### src/rtl/acd_pkg.sv
// ----------------------------------------------------------------------------
// acd_pkg
// Shared constants, types and controller/datapath interface structs.
// ----------------------------------------------------------------------------
package acd_pkg;

  localparam int MAX_WORKERS = 16;
  localparam int IDW         = $clog2(MAX_WORKERS);
  localparam int DW          = 16;
  localparam int NWW         = 5;
  localparam int DIV_CW      = $clog2(DW + 1);

  typedef logic [DW-1:0]  data_t;
  typedef logic [IDW-1:0] wid_t;
  typedef logic [NWW-1:0] nw_t;

  localparam logic REG_NUM_WORKERS = 1'b0;
  localparam logic REG_TOTAL_ITERS = 1'b1;

  localparam logic REQ_START = 1'b0;
  localparam logic REQ_CHUNK = 1'b1;

  localparam nw_t   RST_NUM_WORKERS = nw_t'(4);
  localparam data_t RST_TOTAL_ITERS = data_t'(729);

  typedef enum logic [3:0] {
    S_IDLE, S_PDIV, S_FILL, S_LOAD, S_CHECK, S_SCAN, S_PICK, S_TAKE, S_RDIV, S_GRANT
  } state_t;

  typedef struct packed {
    logic latch;
    logic div_load;
    logic div_sel_rem;
    logic div_step;
    logic fill_start;
    logic fill_step;
    logic load_me;
    logic scan_step;
    logic take;
    logic grant;
    logic emit_start;
    logic emit_done;
  } cmd_t;

  typedef struct packed {
    logic div_done;
    logic idx_last;
    logic me_empty;
    logic best_zero;
  } status_t;

endpackage

### src/rtl/acd_ctrl.sv
// ----------------------------------------------------------------------------
// acd_ctrl
// Sequencer for partition, own-range grant and takeover of a loaded range.
// ----------------------------------------------------------------------------
module acd_ctrl
  import acd_pkg::*;
(
  input  logic    clk,
  input  logic    rst_n,
  input  logic    start,
  input  logic    in_req_type,
  input  status_t sts,
  output cmd_t    cmd,
  output logic    busy
);

  state_t state_r, state_nxt;

  always_ff @(posedge clk) begin
    if (!rst_n) begin
      state_r <= S_IDLE;
    end else begin
      state_r <= state_nxt;
    end
  end

  always_comb begin
    state_nxt = state_r;
    cmd       = '0;
    unique case (state_r)
      S_IDLE: begin
        if (start) begin
          cmd.latch = 1'b1;
          if (in_req_type == REQ_START) begin
            cmd.div_load = 1'b1;
            state_nxt    = S_PDIV;
          end else begin
            state_nxt = S_LOAD;
          end
        end
      end
      S_PDIV: begin
        if (sts.div_done) begin
          cmd.fill_start = 1'b1;
          state_nxt      = S_FILL;
        end else begin
          cmd.div_step = 1'b1;
        end
      end
      S_FILL: begin
        cmd.fill_step = 1'b1;
        if (sts.idx_last) begin
          cmd.emit_start = 1'b1;
          state_nxt      = S_IDLE;
        end
      end
      S_LOAD: begin
        cmd.load_me = 1'b1;
        state_nxt   = S_CHECK;
      end
      S_CHECK: begin
        if (sts.me_empty) begin
          state_nxt = S_SCAN;
        end else begin
          cmd.div_load    = 1'b1;
          cmd.div_sel_rem = 1'b1;
          state_nxt       = S_RDIV;
        end
      end
      S_SCAN: begin
        cmd.scan_step = 1'b1;
        if (sts.idx_last) state_nxt = S_PICK;
      end
      S_PICK: begin
        if (sts.best_zero) begin
          cmd.emit_done = 1'b1;
          state_nxt     = S_IDLE;
        end else begin
          cmd.take  = 1'b1;
          state_nxt = S_TAKE;
        end
      end
      S_TAKE: begin
        cmd.div_load    = 1'b1;
        cmd.div_sel_rem = 1'b1;
        state_nxt       = S_RDIV;
      end
      S_RDIV: begin
        if (sts.div_done) begin
          state_nxt = S_GRANT;
        end else begin
          cmd.div_step = 1'b1;
        end
      end
      S_GRANT: begin
        cmd.grant = 1'b1;
        state_nxt = S_IDLE;
      end
      default: state_nxt = S_IDLE;
    endcase
  end

  assign busy = (state_r != S_IDLE);

endmodule

### src/rtl/acd_dp.sv
// ----------------------------------------------------------------------------
// acd_dp
// Range table, config registers, serial divider, load scan and result word.
// ----------------------------------------------------------------------------
module acd_dp
  import acd_pkg::*;
(
  input  logic    clk,
  input  logic    rst_n,
  input  cmd_t    cmd,
  output status_t sts,
  input  logic    in_worker_id_vld,
  input  wid_t    in_worker_id,
  input  logic    cfg_we,
  input  logic    cfg_index,
  input  data_t   cfg_wdata,
  output logic    out_valid,
  output data_t   out_chunk_start,
  output data_t   out_chunk_end,
  output logic    out_stolen,
  output wid_t    out_victim_id,
  output logic    out_all_done
);

  nw_t   num_workers_r;
  data_t total_r;
  data_t rn_r [MAX_WORKERS];
  data_t re_r [MAX_WORKERS];

  wid_t  me_r, idx_r, victim_r;
  data_t rem_r, best_r, best_next_r, best_end_r, acc_r;
  logic  stolen_r;

  logic [NWW:0]    div_pr_r;
  data_t           div_q_r;
  logic [DIV_CW-1:0] div_cnt_r;

  logic       out_valid_r, out_stolen_r, out_all_done_r;
  data_t      out_start_r, out_end_r;
  wid_t       out_victim_r;

  nw_t   p_eff;
  wid_t  rd_addr;
  data_t rd_next, rd_end, rd_load;
  logic [NWW:0] div_try;
  logic  div_ge;
  data_t chunk, s_sat;
  logic [DW:0] e_full;
  data_t e_sat;
  logic  fill_live, fill_tail;

  // Clamp worker count into 1..MAX_WORKERS.
  always_comb begin
    if (num_workers_r == '0) begin
      p_eff = nw_t'(1);
    end else if (num_workers_r > nw_t'(MAX_WORKERS)) begin
      p_eff = nw_t'(MAX_WORKERS);
    end else begin
      p_eff = num_workers_r;
    end
  end

  assign rd_addr = cmd.scan_step ? idx_r : me_r;
  assign rd_next = rn_r[rd_addr];
  assign rd_end  = re_r[rd_addr];
  assign rd_load = (rd_next < rd_end) ? (rd_end - rd_next) : '0;

  assign div_try = {div_pr_r[NWW-1:0], div_q_r[DW-1]};
  assign div_ge  = (div_try >= {1'b0, p_eff});

  assign chunk  = (div_q_r == '0) ? data_t'(1) : div_q_r;
  assign e_full = {1'b0, rd_next} + {1'b0, chunk};
  assign s_sat  = (rd_next > total_r) ? total_r : rd_next;
  assign e_sat  = (e_full > {1'b0, total_r}) ? total_r : e_full[DW-1:0];

  assign fill_live = ({1'b0, idx_r} < p_eff);
  assign fill_tail = ({1'b0, idx_r} == (p_eff - nw_t'(1)));

  assign sts.div_done  = (div_cnt_r == '0);
  assign sts.idx_last  = (idx_r == wid_t'(MAX_WORKERS - 1));
  assign sts.me_empty  = (rem_r == '0);
  assign sts.best_zero = (best_r == '0);

  // Configuration registers.
  always_ff @(posedge clk) begin
    if (!rst_n) begin
      num_workers_r <= RST_NUM_WORKERS;
      total_r       <= RST_TOTAL_ITERS;
    end else if (cfg_we) begin
      unique case (cfg_index)
        REG_NUM_WORKERS: num_workers_r <= cfg_wdata[NWW-1:0];
        REG_TOTAL_ITERS: total_r       <= cfg_wdata;
        default: ;
      endcase
    end
  end

  // Range table: fill sweep, takeover and grant writes.
  always_ff @(posedge clk) begin
    if (!rst_n) begin
      for (int i = 0; i < MAX_WORKERS; i++) begin
        rn_r[i] <= '0;
        re_r[i] <= '0;
      end
    end else if (cmd.fill_step) begin
      if (fill_live) begin
        rn_r[idx_r] <= acc_r;
        re_r[idx_r] <= fill_tail ? total_r : (acc_r + div_q_r);
      end else begin
        rn_r[idx_r] <= '0;
        re_r[idx_r] <= '0;
      end
    end else if (cmd.take) begin
      rn_r[me_r]     <= best_next_r;
      re_r[me_r]     <= best_end_r;
      rn_r[victim_r] <= '0;
      re_r[victim_r] <= '0;
    end else if (cmd.grant) begin
      rn_r[me_r] <= e_full[DW-1:0];
    end
  end

  // Serial restoring divider, one quotient bit per cycle.
  always_ff @(posedge clk) begin
    if (!rst_n) begin
      div_cnt_r <= '0;
    end else if (cmd.div_load) begin
      div_cnt_r <= DIV_CW'(DW);
    end else if (cmd.div_step) begin
      div_cnt_r <= div_cnt_r - DIV_CW'(1);
    end
  end

  always_ff @(posedge clk) begin
    if (cmd.div_load) begin
      div_pr_r <= '0;
      div_q_r  <= cmd.div_sel_rem ? rem_r : total_r;
    end else if (cmd.div_step) begin
      div_pr_r <= div_ge ? (div_try - {1'b0, p_eff}) : div_try;
      div_q_r  <= {div_q_r[DW-2:0], div_ge};
    end
  end

  // Request bookkeeping: index sweep, load scan and takeover capture.
  always_ff @(posedge clk) begin
    if (cmd.latch && in_worker_id_vld) me_r <= in_worker_id;
    if (cmd.fill_start || cmd.load_me) begin
      idx_r <= '0;
    end else if (cmd.fill_step || cmd.scan_step) begin
      idx_r <= idx_r + wid_t'(1);
    end
    if (cmd.fill_start) begin
      acc_r <= '0;
    end else if (cmd.fill_step) begin
      acc_r <= acc_r + div_q_r;
    end
    if (cmd.load_me) begin
      rem_r    <= rd_load;
      best_r   <= '0;
      victim_r <= '0;
      stolen_r <= 1'b0;
    end else if (cmd.scan_step && (rd_load > best_r)) begin
      best_r      <= rd_load;
      victim_r    <= idx_r;
      best_next_r <= rd_next;
      best_end_r  <= rd_end;
    end else if (cmd.take) begin
      rem_r    <= best_r;
      stolen_r <= 1'b1;
    end
  end

  // Result word, shown for one cycle.
  always_ff @(posedge clk) begin
    if (!rst_n) begin
      out_valid_r <= 1'b0;
    end else begin
      out_valid_r <= cmd.emit_start | cmd.emit_done | cmd.grant;
    end
  end

  always_ff @(posedge clk) begin
    if (cmd.emit_start || cmd.emit_done) begin
      out_start_r    <= '0;
      out_end_r      <= '0;
      out_stolen_r   <= 1'b0;
      out_victim_r   <= '0;
      out_all_done_r <= cmd.emit_done;
    end else if (cmd.grant) begin
      out_start_r    <= s_sat;
      out_end_r      <= e_sat;
      out_stolen_r   <= stolen_r;
      out_victim_r   <= stolen_r ? victim_r : '0;
      out_all_done_r <= 1'b0;
    end
  end

  assign out_valid       = out_valid_r;
  assign out_chunk_start = out_start_r;
  assign out_chunk_end   = out_end_r;
  assign out_stolen      = out_stolen_r;
  assign out_victim_id   = out_victim_r;
  assign out_all_done    = out_all_done_r;

endmodule

### src/rtl/affinity_chunk_dispenser.sv
// ----------------------------------------------------------------------------
// affinity_chunk_dispenser
// Work dispenser for affinity loop scheduling with range takeover.
// ----------------------------------------------------------------------------
// Usage:
//   Input channel: drive in_req_type / in_worker_id and pulse start while busy
//   is low. A start word (type 0) splits [0, total) into one range per worker;
//   a chunk word (type 1) grants part of the worker's range, taking over the
//   most loaded range when its own is empty.
//   Result channel: each word appears for exactly one cycle with out_valid
//   high. The receiver cannot stall; capture the word in that cycle.
//   Config channel: cfg_valid/cfg_ready (always ready), cfg_index selects
//   worker count (0) or total iterations (1). Write only while idle.
// Steps per word, accepting edge to out_valid (busy high throughout):
//   start word: serial divide of the total, then a 16-entry fill sweep.
//   chunk word from own range: serial divide of the load.
//   chunk word with takeover: 16-entry load scan, then the divide;
//   done word: load scan only. One word is in flight at a time.
// Reset: all ranges empty, worker count 4, total 729, no result pending.
// ----------------------------------------------------------------------------
module affinity_chunk_dispenser
  import acd_pkg::*;
(
  input  logic  clk,
  input  logic  rst_n,
  input  logic  start,
  output logic  busy,
  input  logic  in_req_type,
  input  wid_t  in_worker_id,
  output logic  out_valid,
  output data_t out_chunk_start,
  output data_t out_chunk_end,
  output logic  out_stolen,
  output wid_t  out_victim_id,
  output logic  out_all_done,
  input  logic  cfg_valid,
  output logic  cfg_ready,
  input  logic  cfg_index,
  input  data_t cfg_wdata
);

  cmd_t    cmd;
  status_t sts;

  // Config writes land at once; no backpressure.
  assign cfg_ready = 1'b1;

  acd_ctrl u_ctrl (
    .clk         (clk),
    .rst_n       (rst_n),
    .start       (start),
    .in_req_type (in_req_type),
    .sts         (sts),
    .cmd         (cmd),
    .busy        (busy)
  );

  // Hold the worker id only for chunk words.
  acd_dp u_dp (
    .clk              (clk),
    .rst_n            (rst_n),
    .cmd              (cmd),
    .sts              (sts),
    .in_worker_id_vld (in_req_type == REQ_CHUNK),
    .in_worker_id     (in_worker_id),
    .cfg_we           (cfg_valid & cfg_ready),
    .cfg_index        (cfg_index),
    .cfg_wdata        (cfg_wdata),
    .out_valid        (out_valid),
    .out_chunk_start  (out_chunk_start),
    .out_chunk_end    (out_chunk_end),
    .out_stolen       (out_stolen),
    .out_victim_id    (out_victim_id),
    .out_all_done     (out_all_done)
  );

endmodule

### config.mk
export PLATFORM = sky130hd
export DESIGN_NAME = affinity_chunk_dispenser
export DESIGN_NICKNAME = d
export VERILOG_FILES = /design/src/rtl/acd_pkg.sv /design/src/rtl/acd_ctrl.sv /design/src/rtl/acd_dp.sv /design/src/rtl/affinity_chunk_dispenser.sv
export SDC_FILE = /design/constraint.sdc
export NUM_CORES = 2
export LEC_CHECK = 0
export BUFFER_PORTS_ARGS = -buffer_cell sky130_fd_sc_hd__buf_4
export CORE_MARGIN = 2
export CORE_UTILIZATION = 35
export CTS_CLUSTER_SIZE = 8
export DETAILED_ROUTE_END_ITERATION = 8
export GPL_TIMING_DRIVEN = 0
export PLACE_DENSITY = 0.54
export SETUP_SLACK_MARGIN = 0.02
export SLEW_MARGIN = 20
export SYNTH_ARGS = -nofsm -noshare
export SYNTH_HDL_FRONTEND = slang
export SYNTH_SLANG_ARGS = --single-unit
### constraint.sdc
create_clock -name clk -period 13.5 [get_ports clk]
set_input_delay 1.35 -clock clk [delete_from_list [all_inputs] [get_ports clk]]
set_output_delay 1.35 -clock clk [all_outputs]
set_load 0.02 [all_outputs]
==> metrics <==
CTS Root Cell clkbuf_16; Net Count, Synth approximately 4200; Setup CP Type flip-flop to flip-flop; Post-synth EDFFs between 60 and 70; Clock Pin Slew Worst Setup and Hold Paths 0.06 ns; nets around 4400; Remaining DRCs 0; Die W 323.9 microns; Routed WL 138.4 mm; Internal 4.310 mW; initial antenna violation count 1; PwrDens 176.2 nW/um^2; filler cell count between 10000 and 15000; Total GRT Usage 25.79%; Num Clock Sinks 695; VDD IR-drop max 102.0 uV; H-Tree Depth 3; CP max-delay cell mux2i_1; post-synthesis async set-or-reset flop share 0%; area delta synth->final 13.88%; hold depth 2; sequential cell area fraction in the yosys report about two fifths; clock skew around 0.034 ns; Fin. Hold Viols 0; Gate power share 35.0%; cts hold-fix bufs 0; Most common cell on crit path a21oi_1; post-synthesis instance area ~36000 sq um; FP Rows between 100 and 150; remaining antenna violation count 0; run status finished clean; MaxCap Viol Count 0; Via density 5.801; Final Cell Area slightly above 40000 sq um; Worst Hold Path EP u_dp.div_pr_r[4]; ys flop type dfxtp_1; routed len/inst 24.48 microns; Post-Place Worst Slack around 4.4 ns; layout cells sized above 1 between 10% and 20%; sequential power share between 30% and 40%; Overflow after GRT 0; clock share of power a little under a third; gpl congestion 0.9605; final setup violating endpoints 0; FF-to-FF Start u_ctrl.state_r[2]; Hold Crit Start u_dp.div_pr_r[4]; Max FO, Critical Path 33; Worst Tran Pin Value 1.245 ns; Max Slew Vio Count 0; Ports 67; latest clock arrival within the worst-skew pair between 0.6 and 0.7 ns; DP HPWL 109.0 mm; Lkg Pwr between 10 and 15 nW; fmax ~110 MHz; Hold Path Class flip-flop to flip-flop; commonest non-fill, non-tap cell in the layout dfxtp_1; Critical Path RT between 10 and 15 ns; clock buffer depth 3; R2R Setup Slk ~4.2 ns; Post-CTS Setup Inserts 0; YS warnings 0; post-route clock period utilization about 69%; switch share between 40% and 50%; synthesized area per cell 8.772 sq um; RSZ-0062 raised after global routing false; dpl cell area roughly 38000 sq um; Critical R2R Capture u_dp.best_next_r[10]; antenna diode count 0; first-pass GRT wire length just over 200 mm; die height approximately 320 microns; TritonCTS Buffers 97; CP Launch Type flip-flop; vias in the first global route a little over 30000; core region area roughly 100000 sq um; library cells used by synthesis slightly above 100; CTS tree done; most frequent cells in the layout dfxtp_1 (626), nand2_1 (559), a21oi_1 (431), nand3_1 (380), o21ai_0 (231); R2R cell count 28; cells after synthesis 4083; Vias between 30000 and 40000; DR pass1 iterations 6; DRT iter0 DRCs around 3400; crit path DAT 9.56 ns; Worst Setup End Kind flip-flop; register bit count reported by yosys a little under 700; max_slew headroom between 10 and 15%; PortBufs 65; worst setup margin 4.227 ns; Post-CTS Resized 0; pin count of the biggest net entering global routing 34; die footprint approximately 100000 sq um; CP max stage delay about 0.92 ns; Psw 2.876 mW; initial core utilization between 30% and 40%; minimum clock period approximately 9.3 ns; Sum Neg Setup Slack 0 ns
## layout make-up
class,instances,area (sq um),area share (%)
flip-flops and latches,695,14600,35.81
plain buffers,349,1723,4.224
clock inverters,5,83.83,0.2055
multi-input cells,2941,19180,47.03
well taps,1368,1712,4.197
clock buffers,127,2571,6.304
repair buffers,71,541.8,1.328
inverters,98,367.9,0.9019
## kinds of logic (layout without fill, tap and decap cells)
group	count (synthesis)	count (layout)	synth area share (%)
buf+inv	447	650	5.827
simple gates	1516	1516	19.82
xor+xnor	42	42	1.066
compound gates	1057	1057	17.97
flops	695	695	40.78
fa+ha+maj	112	112	3.997
mux	213	213	10.54
other cells	1	1	0.01047
## critical path, delay by kind of cell, from the launching register on
kind	cells	cell delay, ns
multiplexers	3	1.34
buffers and inverters	9	2.77
AO/OA/AOI/OAI	8	2.33
AND/OR/NAND/NOR	6	1.31
flip-flops	1	0.32
adder cells (fa/ha/maj)	2	0.75
## layer usage
metal / vias up / share of wire, % / routed length, microns / GRT usage (%)
li1: 15230 / - / - / -
met1: 15960 / 44 / 60480 / 35.18
met2: 1357 / 45 / 62830 / 41.30
met3: 252 / 7.1 / 9855 / 3.746
met4: 2 / 3.8 / 5219 / 9.660
met5: - / 0.0094 / 13 / 0
## Yosys cell counts, drive strengths merged (32+ instances only)
| cell | instances | area share (%) |
|---|---|---|
| buf | 155 | 2.7 |
| clkbuf | 194 | 2.1 |
| mux4 | 128 | 8.0 |
| inv | 98 | 1.0 |
| nand2 | 566 | 6.0 |
| a311oi | 36 | 0.90 |
| o21ai | 259 | 3.6 |
| nor3 | 52 | 0.77 |
| nand4 | 116 | 2.0 |
| ha | 108 | 3.8 |
| mux2i | 79 | 2.3 |
| nand3 | 380 | 5.3 |
| and2 | 32 | 0.57 |
| edfxtp | 69 | 5.8 |
| a21oi | 433 | 6.1 |
| o211ai | 48 | 1.0 |
| nor2 | 234 | 2.5 |
| a31oi | 56 | 0.98 |
| dfxtp | 626 | 35 |
## metrics by stage
stage,power [mW],util (%),hold WS (ns),instances
6_report,7.187,40.15,0.4569,5654
3_3_place_gp,4.860,37.42,0.4472,5516
4_1_cts,7.155,40.14,0.4590,5654
2_1_floorplan,3.910,-,0.4344,4083
5_1_grt,7.477,40.15,0.4788,5654
3_5_place_dp,4.900,37.53,0.4518,5522
## registers in the layout, indices dropped and copies added (netlist names), 16 cells and up
| name | count |
|---|---|
| u_dp.out_chunk_end | 16 |
| u_dp.rem_r | 16 |
| u_dp.best_r | 16 |
| u_dp.best_end_r | 16 |
| u_dp.out_chunk_start | 16 |
| u_dp.rn_r | 256 |
| u_dp.best_next_r | 16 |
| u_dp.re_r | 256 |
| u_dp.div_q_r | 16 |
| u_dp.acc_r | 16 |
| u_dp.total_r | 16 |
## worst max-delay path by stage
stage                           start              endpoint  slack, ns  depth (start not counted)
floorplan           u_ctrl.state_r[2]    u_dp.best_end_r[0]       6.62                         28
global placement    u_ctrl.state_r[2]  u_dp.best_next_r[13]       3.84                         25
detailed placement  u_ctrl.state_r[2]  u_dp.best_next_r[13]       4.36                         25
CTS                 u_ctrl.state_r[2]   u_dp.best_end_r[13]       4.30                         25
global route        u_ctrl.state_r[2]       u_dp.best_r[15]       3.85                         29
finish              u_ctrl.state_r[2]  u_dp.best_next_r[10]       4.23                         28
## power by group through the flow
stage               Clock [mW]  Sequential (mW)  Combinational [mW]
finish                    2.26             2.41                2.52
global route              2.37             2.42                2.69
detailed placement           0             2.44                2.46
CTS                       2.28             2.40                2.47
floorplan                    0             2.38                1.53
global placement             0             2.44                2.42
Power figures use the tool's default switching activity.
